**src/hw/rtl/wbps_pkg.sv**
```systemverilog
`timescale 1ns / 1ps
// ----------------------------------------------------------------------------
// wbps_pkg
// Shared constants, register indexes and types of the wildcard byte scanner.
// ----------------------------------------------------------------------------
package wbps_pkg;

  localparam int MaxPattern  = 32;
  localparam int OffsetBits  = 32;
  localparam int ByteW       = 8;
  localparam int RegW        = 64;
  localparam int WildW       = 32;
  localparam int LenW        = 6;
  localparam int RegIdxW     = 3;
  localparam int ResOffW     = 32;
  localparam int IdxW        = (MaxPattern > 1) ? $clog2(MaxPattern) : 1;
  localparam int BytesPerReg = RegW / ByteW;
  localparam int NumPatRegs  = 4;

  localparam logic [RegIdxW-1:0] RegPat0 = 3'd0;
  localparam logic [RegIdxW-1:0] RegPat1 = 3'd1;
  localparam logic [RegIdxW-1:0] RegPat2 = 3'd2;
  localparam logic [RegIdxW-1:0] RegPat3 = 3'd3;
  localparam logic [RegIdxW-1:0] RegWild = 3'd4;
  localparam logic [RegIdxW-1:0] RegLen  = 3'd5;

  typedef struct packed {
    logic [MaxPattern-1:0][ByteW-1:0] pat;
    logic [MaxPattern-1:0]            wild;
    logic [IdxW-1:0]                  len_m1;
  } cfg_t;

endpackage

```
**src/hw/rtl/wbps_cell.sv**
```systemverilog
`timescale 1ns / 1ps
// ----------------------------------------------------------------------------
// wbps_cell
// One pattern position: compares the byte and holds its partial-match bit.
// ----------------------------------------------------------------------------
module wbps_cell (
  input  logic                     clk_i,
  input  logic                     rst_ni,
  input  logic                     adv_i,
  input  logic                     clr_i,
  input  logic                     prev_i,
  input  logic                     en_i,
  input  logic                     wild_i,
  input  logic [wbps_pkg::ByteW-1:0] pat_i,
  input  logic [wbps_pkg::ByteW-1:0] byte_i,
  output logic                     match_o,
  output logic                     state_o
);
  import wbps_pkg::*;

  logic pm_q, pm_d;

  assign pm_d    = prev_i & en_i & (wild_i | (pat_i == byte_i));
  assign match_o = pm_d;
  assign state_o = pm_q;

  always_ff @(posedge clk_i or negedge rst_ni) begin
    if (!rst_ni) begin
      pm_q <= 1'b0;
    end else if (adv_i) begin
      pm_q <= clr_i ? 1'b0 : pm_d;
    end
  end

endmodule

```
**src/hw/rtl/wbps_cfg.sv**
```systemverilog
`timescale 1ns / 1ps
// ----------------------------------------------------------------------------
// wbps_cfg
// Configuration registers; presents pattern, wildcards and clamped length.
// ----------------------------------------------------------------------------
module wbps_cfg (
  input  logic                         clk_i,
  input  logic                         rst_ni,
  input  logic                         cfg_we_i,
  input  logic [wbps_pkg::RegIdxW-1:0] cfg_idx_i,
  input  logic [wbps_pkg::RegW-1:0]    cfg_data_i,
  output wbps_pkg::cfg_t               cfg_o
);
  import wbps_pkg::*;

  logic [NumPatRegs-1:0][RegW-1:0] pat_q;
  logic [WildW-1:0]                wild_q;
  logic [LenW-1:0]                 len_q;
  logic [LenW-1:0]                 len_eff;

  always_ff @(posedge clk_i or negedge rst_ni) begin
    if (!rst_ni) begin
      pat_q  <= '0;
      wild_q <= '0;
      len_q  <= LenW'(1);
    end else if (cfg_we_i) begin
      case (cfg_idx_i)
        RegPat0: pat_q[0] <= cfg_data_i;
        RegPat1: pat_q[1] <= cfg_data_i;
        RegPat2: pat_q[2] <= cfg_data_i;
        RegPat3: pat_q[3] <= cfg_data_i;
        RegWild: wild_q   <= cfg_data_i[WildW-1:0];
        RegLen:  len_q    <= cfg_data_i[LenW-1:0];
        default: ;
      endcase
    end
  end

  always_comb begin
    if (len_q == '0) begin
      len_eff = LenW'(1);
    end else if (len_q > LenW'(MaxPattern)) begin
      len_eff = LenW'(MaxPattern);
    end else begin
      len_eff = len_q;
    end
  end

  always_comb begin
    for (int j = 0; j < MaxPattern; j++) begin
      cfg_o.pat[j]  = pat_q[j / BytesPerReg][(j % BytesPerReg) * ByteW +: ByteW];
      cfg_o.wild[j] = wild_q[j];
    end
    cfg_o.len_m1 = IdxW'(len_eff - LenW'(1));
  end

endmodule

```
**src/hw/rtl/wildcard_byte_pattern_scanner.sv**
```systemverilog
`timescale 1ns / 1ps
// ----------------------------------------------------------------------------
// wildcard_byte_pattern_scanner
// Streams region bytes through a row of match cells and reports the offset
// of the first occurrence of a wildcard byte pattern.
// ----------------------------------------------------------------------------
// A result is registered for the master side in the cycle after the byte
//   that completes the match, or the region's last byte, is accepted.
// Throughput: one byte per cycle; all cells compare in parallel each cycle.
// The input stalls only while a result sits in the output register untaken.
// Reset clears the cells, the offset counter and the output valid flag, and
//   returns the pattern registers to zero and the length to one.
module wildcard_byte_pattern_scanner (
  input  logic                         clk_i,
  input  logic                         rst_ni,
  input  logic                         cfg_we_i,
  input  logic [wbps_pkg::RegIdxW-1:0] cfg_idx_i,
  input  logic [wbps_pkg::RegW-1:0]    cfg_data_i,
  input  logic                         s_axis_tvalid,
  output logic                         s_axis_tready,
  input  logic [7:0]                   s_axis_tdata,  // [7:0] data_byte
  input  logic                         s_axis_tlast,  // last_byte
  output logic                         m_axis_tvalid,
  input  logic                         m_axis_tready,
  output logic [31:0]                  m_axis_tdata,  // [31:0] match_offset
  output logic                         m_axis_tuser   // found
);
  import wbps_pkg::*;

  cfg_t                  cfg;
  logic                  s_acc;
  logic [MaxPattern-1:0] pm_d, pm_q;
  logic [OffsetBits-1:0] off_q, start;
  logic                  rep_q;
  logic                  hit;
  logic                  res_valid;
  logic                  out_valid_q;
  logic                  out_found_q;
  logic [ResOffW-1:0]    out_off_q;

  wbps_cfg u_cfg (
    .clk_i      (clk_i),
    .rst_ni     (rst_ni),
    .cfg_we_i   (cfg_we_i),
    .cfg_idx_i  (cfg_idx_i),
    .cfg_data_i (cfg_data_i),
    .cfg_o      (cfg)
  );

  assign s_axis_tready = !out_valid_q || m_axis_tready;
  assign s_acc         = s_axis_tvalid && s_axis_tready;

  for (genvar j = 0; j < MaxPattern; j++) begin : g_cell
    wbps_cell u_cell (
      .clk_i   (clk_i),
      .rst_ni  (rst_ni),
      .adv_i   (s_acc),
      .clr_i   (s_axis_tlast),
      .prev_i  ((j == 0) ? 1'b1 : pm_q[(j == 0) ? 0 : j - 1]),
      .en_i    (IdxW'(j) <= cfg.len_m1),
      .wild_i  (cfg.wild[j]),
      .pat_i   (cfg.pat[j]),
      .byte_i  (s_axis_tdata),
      .match_o (pm_d[j]),
      .state_o (pm_q[j])
    );
  end

  assign hit       = pm_d[cfg.len_m1];
  assign res_valid = !rep_q && (hit || s_axis_tlast);
  assign start     = off_q - OffsetBits'(cfg.len_m1);

  always_ff @(posedge clk_i or negedge rst_ni) begin
    if (!rst_ni) begin
      off_q <= '0;
      rep_q <= 1'b0;
    end else if (s_acc) begin
      if (s_axis_tlast) begin
        off_q <= '0;
        rep_q <= 1'b0;
      end else begin
        off_q <= off_q + OffsetBits'(1);
        rep_q <= rep_q || hit;
      end
    end
  end

  always_ff @(posedge clk_i or negedge rst_ni) begin
    if (!rst_ni) begin
      out_valid_q <= 1'b0;
    end else if (s_acc) begin
      out_valid_q <= res_valid;
    end else if (m_axis_tready) begin
      out_valid_q <= 1'b0;
    end
  end

  always_ff @(posedge clk_i) begin
    if (s_acc && res_valid) begin
      out_found_q <= hit;
      out_off_q   <= hit ? ResOffW'(start) : '0;
    end
  end

  assign m_axis_tvalid = out_valid_q;
  assign m_axis_tdata  = out_off_q;
  assign m_axis_tuser  = out_found_q;

  a_notfound_zero: assert property (@(posedge clk_i) disable iff (!rst_ni)
    (out_valid_q && !out_found_q) |-> (out_off_q == '0))
    else $error("not-found result carries a nonzero offset");

  a_region_clear: assert property (@(posedge clk_i) disable iff (!rst_ni)
    (s_acc && s_axis_tlast) |=> (off_q == '0 && !rep_q && pm_q == '0))
    else $error("region state not cleared after last byte");

  a_one_report: assert property (@(posedge clk_i) disable iff (!rst_ni)
    (s_acc && rep_q) |-> !res_valid)
    else $error("second result in one region");

  a_stall_cause: assert property (@(posedge clk_i) disable iff (!rst_ni)
    !s_axis_tready |-> (out_valid_q && !m_axis_tready))
    else $error("input stalled without a pending result");

  a_found_sets_rep: assert property (@(posedge clk_i) disable iff (!rst_ni)
    (s_acc && hit && !s_axis_tlast) |=> rep_q)
    else $error("match not recorded");

endmodule

```
**config.mk**
```make
export PLATFORM = sky130hd
export DESIGN_NAME = wildcard_byte_pattern_scanner
export DESIGN_NICKNAME = d
export VERILOG_FILES = /design/src/hw/rtl/wbps_pkg.sv /design/src/hw/rtl/wbps_cell.sv /design/src/hw/rtl/wbps_cfg.sv /design/src/hw/rtl/wildcard_byte_pattern_scanner.sv
export SDC_FILE = /design/constraint.sdc
export NUM_CORES = 1
export LEC_CHECK = 0
export BUFFER_PORTS_ARGS = -buffer_cell sky130_fd_sc_hd__buf_4
export CAP_MARGIN = 5
export CORE_MARGIN = 8
export CORE_UTILIZATION = 61
export CTS_CLUSTER_DIAMETER = 50
export DETAILED_ROUTE_END_ITERATION = 12
export PLACE_DENSITY_LB_ADDON = 0.2
export SLEW_MARGIN = 20
export SYNTH_ARGS = -nofsm -noshare
export SYNTH_HDL_FRONTEND = slang
export SYNTH_SLANG_ARGS = --single-unit
```
**constraint.sdc**
```tcl
create_clock -name clk_i -period 6 [get_ports clk_i]
set_clock_uncertainty 0.1 [all_clocks]
set_input_delay 0.3 -clock clk_i [delete_from_list [all_inputs] [get_ports clk_i]]
set_output_delay 0.3 -clock clk_i [all_outputs]
set_load 0.02 [all_outputs]
```
==> results.md, run 1 <==
* Tightest Hold Check Type: in2reg
* Post-synth top cells: 358 x dfrtp_1, 294 x mux2_2, 229 x xor2_1
* Fin Hold WS at roughly 0.14 ns
* EDFF count, synth at 33
* Rel. slew slack at 0.349
* Core area at 32200 µm²
* Fin crit period at around 5.1 ns
* Synthesis-to-layout area growth at 15.9%
* Average wire per standard cell at 22.6 µm
* Final Cycle Share at 0.852
* Initial antenna violation count at 0
* Vias in the first global route at between 10000 and 15000
* Hold-fix buffers at CTS at 67
* Ys async rst share at 0.916
* Worst-path fanout max at 33
* CP max-delay cell: o211ai_2
* Slowest cell delay on critical path at ~0.71 ns
* Avg Inst Size Synth at approximately 12 µm²
* Syn. warnings at 0
* Initial core utilization at 0.612
* Filler instances at roughly 2300
* Final Power at just under 8 mW
* Dpl cell area at about 21000 µm²
* Die width at about 200 µm
* Drt drc at 0
* Syn Inst Count at between 1500 and 2000
* # diodes at 0
* Total GRT Usage at 0.266
* Crit-path leading delay family: compound AO/OA/AOI/OAI gates
* WL final at 50100 µm
* Layout Utilization at 0.710
* Pre-CTS setup slack at about 0.96 ns
* Largest cells by area after synthesis: dfrtp_1 45%, mux2_2 17%, xor2_1 10%
* Post-CTS Setup Repair Bufs at 0
* Initial DRT Pass Iterations at 5
* Dpl hpwl at ~33000 µm
* # setup viols final at 0
* FF+latch area at around 10000 µm²
* CTS clk-pin slew, worst paths at 0.06 ns
* Max_cap viols at 0
* RSZ-0062 raised after global routing: no
* Layout cell share with drive strength beyond 1 at 0.291
* Remaining antenna violation count at 0
* Setup TNS at 0 ns
* GRT overflow at 0
* WS Path Type: reg2reg
* Yosys reg bits at 392
* Initial DRC count at roughly 840
* Sequential area share after synthesis at 0.506
* Slew @ Worst Pin at slightly below 1 ns
* # placed instances at 2073
* CTS resizes at 0
* Static Leak at 9.78 nW
* I/O Pins at around 120
* PD cells at approximately 340 nW/µm²
* Largest net degree at the start of global routing at between 100 and 150
* TritonCTS Sinks at 392
* Final hold violation count at 0
* Die ar. at 38300 µm²
* Max Clock Freq at between 150 and 200 MHz
* Post-synthesis cell type count at between 80 and 90
* Syn Nets at about 1700
* CTS root buffer: clkbuf_16
* Multi-input gate area at 9170 µm²
* CTS tree: yes
* Clk_lat worst skew at 0.55 ns
* # rows at 66
* Vias per cell at 5.95
* Number of nets in the layout at between 1500 and 2000
* Final Max Tran Viols at 0
* Critical path arrival at between 5 and 6 ns
* Startpoint types: flip-flop
* I/O Buffers at roughly 120
* CTS max path bufs at 3
* Post-route cell area at 22900 µm²
* Routability cong. at ~0.94
* Largest area contributor in the netlist: dfrtp_1
* Endpoint type of the worst setup path: flip-flop
* Crit-path cells: nor4_4 -> o21ai_2 -> ha_1 -> nor3b_2 -> o211ai_2 -> nand4_1 -> a2111oi_0 -> a211oi_1 -> a311oi_2 -> nor4b_4 -> a31oi_1 -> and2_1 -> buf_4
* H-tree depth at 2
* Final cell count without fillers at 2216
* Top_reg_cell synth: dfrtp_1
* Max VDD drop at between 0.0003 and 0.0004 V
* Number of CTS-inserted buffers at 44
* Area share of the largest cell type after synthesis at 0.454
* First-pass GRT wire length at around 80000 µm
* Synthesized area at ~20000 µm²
* Crit path buf inv count at 1
* Vias at roughly 13000
* Run status: finished clean
* Die height at between 150 and 200 µm
* Slack of the critical path at approximately 0.9 ns
* Most common cell in the netlist: dfrtp_1
* CP Data Required Time at 6.10 ns
[worst paths after layout]
check / from / end / slack (ns) / cells past startpoint
hold reg to reg: g_cell[8].u_cell.state_o / g_cell[8].u_cell.state_o / 0.36 / 2
hold / removal: cfg_idx_i[1] / u_cfg.cfg_o[42] / 0.14 / 3
setup / recovery: u_cfg.len_q[3] / m_axis_tdata[30] / 0.89 / 13
max in group asynchronous: rst_ni / g_cell[17].u_cell.state_o / 4.29 / 3
setup reg to reg: u_cfg.len_q[3] / m_axis_tdata[30] / 0.89 / 13
min in group asynchronous: rst_ni / u_cfg.cfg_o[229] / 0.28 / 2
[layout make-up]
class	count	share of cell area
Clock buffer	59	0.0533
Clock inverter	17	0.00963
Inverter	22	0.00361
Multi-Input combinational cell	1121	0.401
Sequential cell	392	0.436
Tap cell	408	0.0223
Timing Repair Buffer	197	0.0734
[layer usage]
metal | up-vias | GRT usage | part of all wire
li1 | 6065 | - | -
met1 | 6779 | 0.375 | 0.46
met2 | 269 | 0.435 | 0.48
met3 | 65 | 0.0362 | 0.040
met4 | 0 | 0.0587 | 0.017
met5 | - | 0 | 0
[logic make-up (layout without fill, tap and decap cells)]
| family | Yosys count | count (layout) | share of synthesized area |
|---|---|---|---|
| AND/OR/NAND/NOR | 335 | 335 | 0.0931 |
| buffers and inverters | 122 | 295 | 0.0301 |
| flip-flops | 392 | 392 | 0.506 |
| multiplexers | 295 | 295 | 0.168 |
| adder cells (fa/ha/maj) | 11 | 11 | 0.00723 |
| AO/OA/AOI/OAI | 173 | 173 | 0.0589 |
| XOR/XNOR | 307 | 307 | 0.136 |
[registers in the layout, summed over array words and instances (netlist names)]
| name | flops |
|---|---|
| u_cfg.cfg_o | 256 |
| m_axis_tdata | 32 |
| off_q | 32 |
| u_cfg.wild_q | 32 |
| g_cell.u_cell.state_o | 31 |
| u_cfg.len_q | 6 |
| m_axis_tuser | 1 |
| m_axis_tvalid | 1 |
| rep_q | 1 |
[cells in the final DEF (no fill, tap or decap), types with 10 or more instances in the layout]
cell type	instances
nand4_1	20
nor2_1	66
dfrtp_1	358
clkbuf_1	10
nor4_1	54
nor3_1	21
o21ai_0	31
nand2_1	68
clkbuf_16	45
nand3_1	23
or3_1	14
mux2_2	294
buf_4	127
edfxtp_1	33
xnor2_1	78
inv_1	20
a21oi_1	65
dlygate4sd3_1	67
xor2_1	229
[worst reg2reg max path: cells and delay by family, from the launching register on]
| family | cells | cell delay [ns] |
|---|---|---|
| AOI/OAI and AO/OA | 6 | 2.18 |
| and+or+nand+nor | 5 | 1.21 |
| DFF | 1 | 0.54 |
| adders and majority gates | 1 | 0.36 |
| buffers and inverters | 1 | 0.36 |
[power breakdown]
group / leakage, nW / total (mW) / internal [mW] / switching (mW)
Clock: 0.694 / 2.66 / 1.57 / 1.10
Combinational: 4.34 / 1.71 / 0.804 / 0.910
Sequential: 4.75 / 3.46 / 3.14 / 0.323
Power figures use the tool's default switching activity.
==> run 2, diff against run 1 <==
--- a/config.mk
+++ b/config.mk
@@ -8,7 +8,7 @@
 export BUFFER_PORTS_ARGS = -buffer_cell sky130_fd_sc_hd__buf_4
 export CAP_MARGIN = 5
 export CORE_MARGIN = 8
-export CORE_UTILIZATION = 61
+export CORE_UTILIZATION = 30
 export CTS_CLUSTER_DIAMETER = 50
 export DETAILED_ROUTE_END_ITERATION = 12
 export PLACE_DENSITY_LB_ADDON = 0.2
==> run 2 against run 1 <==
  * Total power grew 6.4%
  * First-iteration DRC count fell by 14%
  * Clock-buffer cell count rose by 9
  * Critical path type unchanged
  * Sequential share of layout area shrank 1.7 points
  * Clock power grew 19%
  * Register-to-register slack about the same
  * Die area is 94% higher
  * Combinational power hardly changed
  * Highest routed layer unchanged
  * Wire length rose by 10%
  * Non-clock buffer count rose by 5
  * Utilization is 35 points lower
  * Sequential power about the same
==> results.md, run 2 (synthesis results as in run 1) <==
* Run status: finished clean
* CP max-delay cell: o211ai_2
* CTS resizes at 0
* Most common cell after layout, fill and taps aside: dfrtp_1
* Sequential power share at 0.414
* # diodes at 0
* Final Cycle Share at 0.850
* Switching share of power at 0.299
* Hold-fix buffers at CTS at 67
* Clk_lat worst skew at about 0.6 ns
* Internal power at approximately 5.8 mW
* Slew @ Worst Pin at slightly above 1 ns
* # setup viols final at 0
* Max VDD drop at 0.000256 V
* Die width at ~270 µm
* Die height at 272 µm
* Average wire per standard cell at between 20 and 25 µm
* Worst setup startpoint: u_cfg.len_q[4]
* Total GRT Usage at 0.150
* Endpoint type of the worst setup path: flip-flop
* CTS clk-pin slew, worst paths at roughly 0.060 ns
* Post-CTS Setup Repair Bufs at 0
* Final Max Tran Viols at 0
* CTS root buffer: clkbuf_16
* Largest net degree at the start of global routing at 145
* Max Clock Freq at ~200 MHz
* Startpoint types: flip-flop
* Setup TNS at 0 ns
* Vias per cell at approximately 4.8
* Core area at ~65000 µm²
* Vias at between 10000 and 15000
* Reg-to-Reg Start: u_cfg.len_q[4]
* CTS max path bufs at 3
* I/O Buffers at 115
* Remaining antenna violation count at 0
* WS Path Type: reg2reg
* Max_cap viols at 0
* First-pass GRT wire length at around 87000 µm
* Initial DRT Pass Iterations at 5
* Layout cell share with drive strength beyond 1 at 0.303
* H-tree depth at 2
* Fin Hold WS at about 0.11 ns
* Number of nets in the layout at roughly 1900
* CP Data Required Time at a little over 6 ns
* Dpl hpwl at about 37000 µm
* Vias in the first global route at 13800
* Routability cong. at around 0.86
* Slowest cell delay on critical path at 0.71 ns
* Rel. slew slack at 0.325
* Initial antenna violation count at 0
* Clock power frac at 0.380
* I/O Pins at 116
* Die ar. at about 74000 µm²
* Most frequent cells in the layout: 358 x dfrtp_1, 294 x mux2_2, 229 x xor2_1
* RSZ-0062 raised after global routing: no
* Logic pwr share at 0.206
* Critical path arrival at approximately 5.2 ns
* Hold Crit Start: cfg_idx_i[1]
* Number of CTS-inserted buffers at 55
* Filler instances at ~6500
* CTS tree: yes
* Initial core utilization at 0.302
* # rows at 94
* Final hold violation count at 0
* Initial DRC count at 720
* GRT overflow at 0
* Tightest Hold Check Type: in2reg
* Switching power at roughly 2.5 mW
* Static Leak at between 9 and 10 nW
* Worst-path fanout max at 33
* Drt drc at 0
* WL final at ~55000 µm
* Max reg flops at between 200 and 300
* TritonCTS Sinks at around 390
* Synthesis-to-layout area growth at 20.7%
* Fin crit period at between 5 and 6 ns
* Crit-path cells: nor4_4 -> o21ai_2 -> ha_1 -> nor3b_2 -> o211ai_2 -> nand4_1 -> a2111oi_0 -> a211oi_1 -> a311oi_2 -> nor4b_4 -> a31oi_1 -> and2_1 -> buf_4
* PD cells at approximately 350 nW/µm²
## run 2: layer usage
layer | vias up | wire [µm] | track usage
li1 | 6114 | - | -
met1 | 6607 | 25400 | 0.203
met2 | 251 | 25300 | 0.237
met3 | 85 | 2970 | 0.0353
met4 | 0 | 1550 | 0.0453
met5 | - | 0 | 0
## run 2: per-stage QoR
stage                     power, mW  std cells  area (µm²)  setup WS (ns)   util
after floorplan                4.64       1635       19700           1.55      -
after global placement         5.17       2534       21300          0.909  0.326
after detailed placement       5.20       2534       21400           1.01  0.327
after CTS                      8.46       2698       23800          0.957  0.364
after global routing           8.80       2698       23800          0.520  0.364
final                          8.34       2698       23800          0.900  0.364
## run 2: layout make-up
type	instances	area (µm²)	area share
Tap cell	864	1080	0.0454
Multi-Input combinational cell	1121	9180	0.385
Clock buffer	68	1490	0.0624
Timing Repair Buffer	202	1710	0.0717
Inverter	22	82.6	0.00347
Clock inverter	29	300	0.0126
Sequential cell	392	9980	0.419
## run 2: power by group through the flow
| stage | clock network [mW] | registers [mW] | logic, mW |
|---|---|---|---|
| 5_1_grt | 3.37 | 3.52 | 1.90 |
| 3_5_place_dp | 0 | 3.50 | 1.69 |
| 2_1_floorplan | 0 | 3.43 | 1.21 |
| 4_1_cts | 3.26 | 3.46 | 1.74 |
| 3_3_place_gp | 0 | 3.49 | 1.69 |
| 6_report | 3.17 | 3.45 | 1.72 |
## run 2: worst max-delay path, delay by kind of cell, from the launching register on
kind / cells / cell delay (ns)
flops: 1 / 0.49
fa+ha+maj: 1 / 0.35
compound gates: 6 / 2.25
simple gates: 5 / 1.15
buf+inv: 1 / 0.36
## run 2: path summary, 6_finish.rpt
check	slack (ns)	cells past startpoint	endpoint
worst max-delay path	0.90	13	m_axis_tdata[15]
worst min-delay path	0.11	3	u_cfg.cfg_o[135]
worst max register to register	0.90	13	m_axis_tdata[15]
worst min register to register	0.37	2	g_cell[8].u_cell.state_o
max in group asynchronous	4.18	3	u_cfg.cfg_o[242]
min in group asynchronous	0.23	2	off_q[29]
==> run 3, diff against run 2 <==
--- a/config.mk
+++ b/config.mk
@@ -9,10 +9,12 @@
 export CAP_MARGIN = 5
 export CORE_MARGIN = 8
 export CORE_UTILIZATION = 30
+export CTS_BUF_LIST = sky130_fd_sc_hd__clkbuf_16
 export CTS_CLUSTER_DIAMETER = 50
 export DETAILED_ROUTE_END_ITERATION = 12
 export PLACE_DENSITY_LB_ADDON = 0.2
 export SLEW_MARGIN = 20
 export SYNTH_ARGS = -nofsm -noshare
 export SYNTH_HDL_FRONTEND = slang
+export SYNTH_HIERARCHICAL = 1
 export SYNTH_SLANG_ARGS = --single-unit
==> run 3 against run 2 <==
  * Register-to-register slack got worse by 0.23 ns
  * Flip-flop and latch count did not move
  * Sequential share of layout area fell by 1.2 points
  * Critical path type unchanged
  * Final cell count rose by 3.8%
  * Final area rose by 2.9%
  * Combinational power rose by 30%
  * Critical path depth rose by 4
  * Via count rose by 5.4%
  * Non-clock buffer count fell by 6
  * Largest power group unchanged
  * Sequential power rose by 5%
  * Maximum frequency fell by 4.3%
  * Utilization barely moved
==> results.md, run 3 <==
* Run status: finished clean
* # rows at 95
* Initial antenna violation count at 0
* Multi-input gate area at approximately 10000 µm²
* Static Leak at 10.6 nW
* Die height at ~280 µm
* Reg-to-Reg Start: u_cfg/len_q[2]
* Final Max Tran Viols at 0
* Core area at around 67000 µm²
* Die ar. at between 70000 and 80000 µm²
* CTS tree: yes
* Fin crit period at ~5.3 ns
* Synthesized area at between 20000 and 25000 µm²
* Synthesis-to-layout area growth at 19.8%
* GRT overflow at 0
* Worst R2R End: m_axis_tdata[19]
* Filler instances at 6615
* Register-to-Register Path Depth at 17
* Syn Inst Count at 1696
* Most frequent cells in the layout: 358 x dfrtp_1, 259 x xor2_1, 139 x mux2_2
* Number of CTS-inserted buffers at 53
* Pre-CTS setup slack at 0.654 ns
* Vias in the first global route at approximately 14000
* Max_cap viols at 0
* Hold Path Sink: u_cfg/cfg_o[99]
* H-tree depth at 2
* Slack of the critical path at between 0.6 and 0.7 ns
* Remaining antenna violation count at 0
* Routability cong. at ~0.80
* Average wire per standard cell at 19.9 µm
* Initial DRC count at approximately 760
* CP Data Required Time at a little over 6 ns
* TritonCTS Sinks at a little under 400
* WS Path Type: reg2reg
* Critical path arrival at 5.49 ns
* Slew @ Worst Pin at slightly above 1 ns
* Die width at around 280 µm
* Rel. slew slack at 0.311
* Tightest Hold Check Type: in2reg
* Final Cycle Share at 0.888
* Dpl hpwl at around 36000 µm
* I/O Buffers at roughly 120
* Worst-path fanout max at 36
* Worst hold path depth at 3
* Hold Crit Start: cfg_idx_i[2]
* Vias at about 14000
* Startpoint types: flip-flop
* Layout cell share with drive strength beyond 1 at 0.259
* Setup TNS at 0 ns
* Endpoint type of the worst setup path: flip-flop
* # diodes at 0
* FF+latch area at 9980 µm²
* First-pass GRT wire length at ~88000 µm
* Final hold violation count at 0
* CTS root buffer: clkbuf_16
* Avg Inst Size Synth at approximately 12 µm²
* PD cells at roughly 360 nW/µm²
* Syn. warnings at 6
* Number of nets in the layout at 1973
* Most common cell after layout, fill and taps aside: dfrtp_1
* Total GRT Usage at 0.144
* CTS max path bufs at 3
* CTS clk-pin slew, worst paths at roughly 0.06 ns
* Max reg flops at approximately 260
* Final Power at slightly below 9 mW
* Vias per cell at 4.91
* R2r setup slk at roughly 0.67 ns
* Drt drc at 0
* I/O Pins at 116
* Largest net degree at the start of global routing at roughly 140
* Initial core utilization at 0.304
* Clk_lat worst skew at 0.60 ns
* Initial DRT Pass Iterations at 5
* # setup viols final at 0
* Max VDD drop at 0.000210 V
* Max Clock Freq at roughly 190 MHz
* WL final at 55700 µm
* RSZ-0062 raised after global routing: no
-- run 3: worst max-delay path by stage --
| stage | start | endpoint |
|---|---|---|
| 2_1_floorplan | u_cfg/len_q[2] | m_axis_tdata[0] |
| 3_3_place_gp | u_cfg/len_q[2] | m_axis_tdata[25] |
| 3_5_place_dp | u_cfg/len_q[2] | m_axis_tdata[29] |
| 4_1_cts | u_cfg/len_q[2] | m_axis_tuser |
| 5_1_grt | u_cfg/len_q[2] | m_axis_tdata[1] |
| 6_report | u_cfg/len_q[2] | m_axis_tdata[19] |
-- run 3: area by class of cell --
class | count | share of cell area
Clock buffer | 54 | 0.0552
Inverter | 26 | 0.00398
Clock inverter | 45 | 0.0140
Tap cell | 873 | 0.0446
Multi-Input combinational cell | 1215 | 0.407
Timing Repair Buffer | 196 | 0.0681
Sequential cell | 392 | 0.407
-- run 3: power breakdown --
part | total, mW | internal [mW] | switching, mW | leakage [nW]
logic | 2.23 | 1.08 | 1.15 | 5.03
clock network | 3.02 | 1.75 | 1.28 | 0.856
registers | 3.62 | 3.24 | 0.374 | 4.74
-- run 3: worst max-delay path, cell delays in order, from the launching register on --
cell and delay, ns:
dfrtp_1 0.45, nor4_1 0.11, o21bai_2 0.12, buf_4 0.31, ha_1 0.28, or4b_2 0.59, o311ai_0 0.11, buf_4 0.21
clkinv_1 0.49, nor3_1 0.38, nand2_1 0.11, nor2_1 0.12, mux4_2 0.24, nor2b_1 0.29, o41ai_4 0.12, buf_4 0.26
a211oi_4 0.26, buf_4 0.39
-- run 3: per-layer routing --
layer	up-vias	wire length [µm]	global-route usage
li1	6451	-	-
met4	0	1440	0.0418
met1	6982	26800	0.201
met5	-	0	0
met3	78	2060	0.0231
met2	252	25500	0.229
-- run 3: metrics by stage --
| step | hold slack [ns] | instances | utilization | area (µm²) |
|---|---|---|---|---|
| CTS | 0.00569 | 2801 | 0.364 | 24500 |
| finish | 0.0518 | 2801 | 0.364 | 24500 |
| detailed placement | 0.375 | 2636 | 0.329 | 22100 |
| global route | 0.0435 | 2801 | 0.364 | 24500 |
| floorplan | -0.0956 | 1697 | - | 20400 |
| global placement | 0.376 | 2636 | 0.329 | 22100 |
-- run 3: what timing repair did --
| item | CTS | global route |
|---|---|---|
| hold endpoints to repair | 416 | 0 |
| buffers inserted | 0 | 0 |
| gates resized for setup | 0 | 0 |
| hold buffers | 66 | 0 |
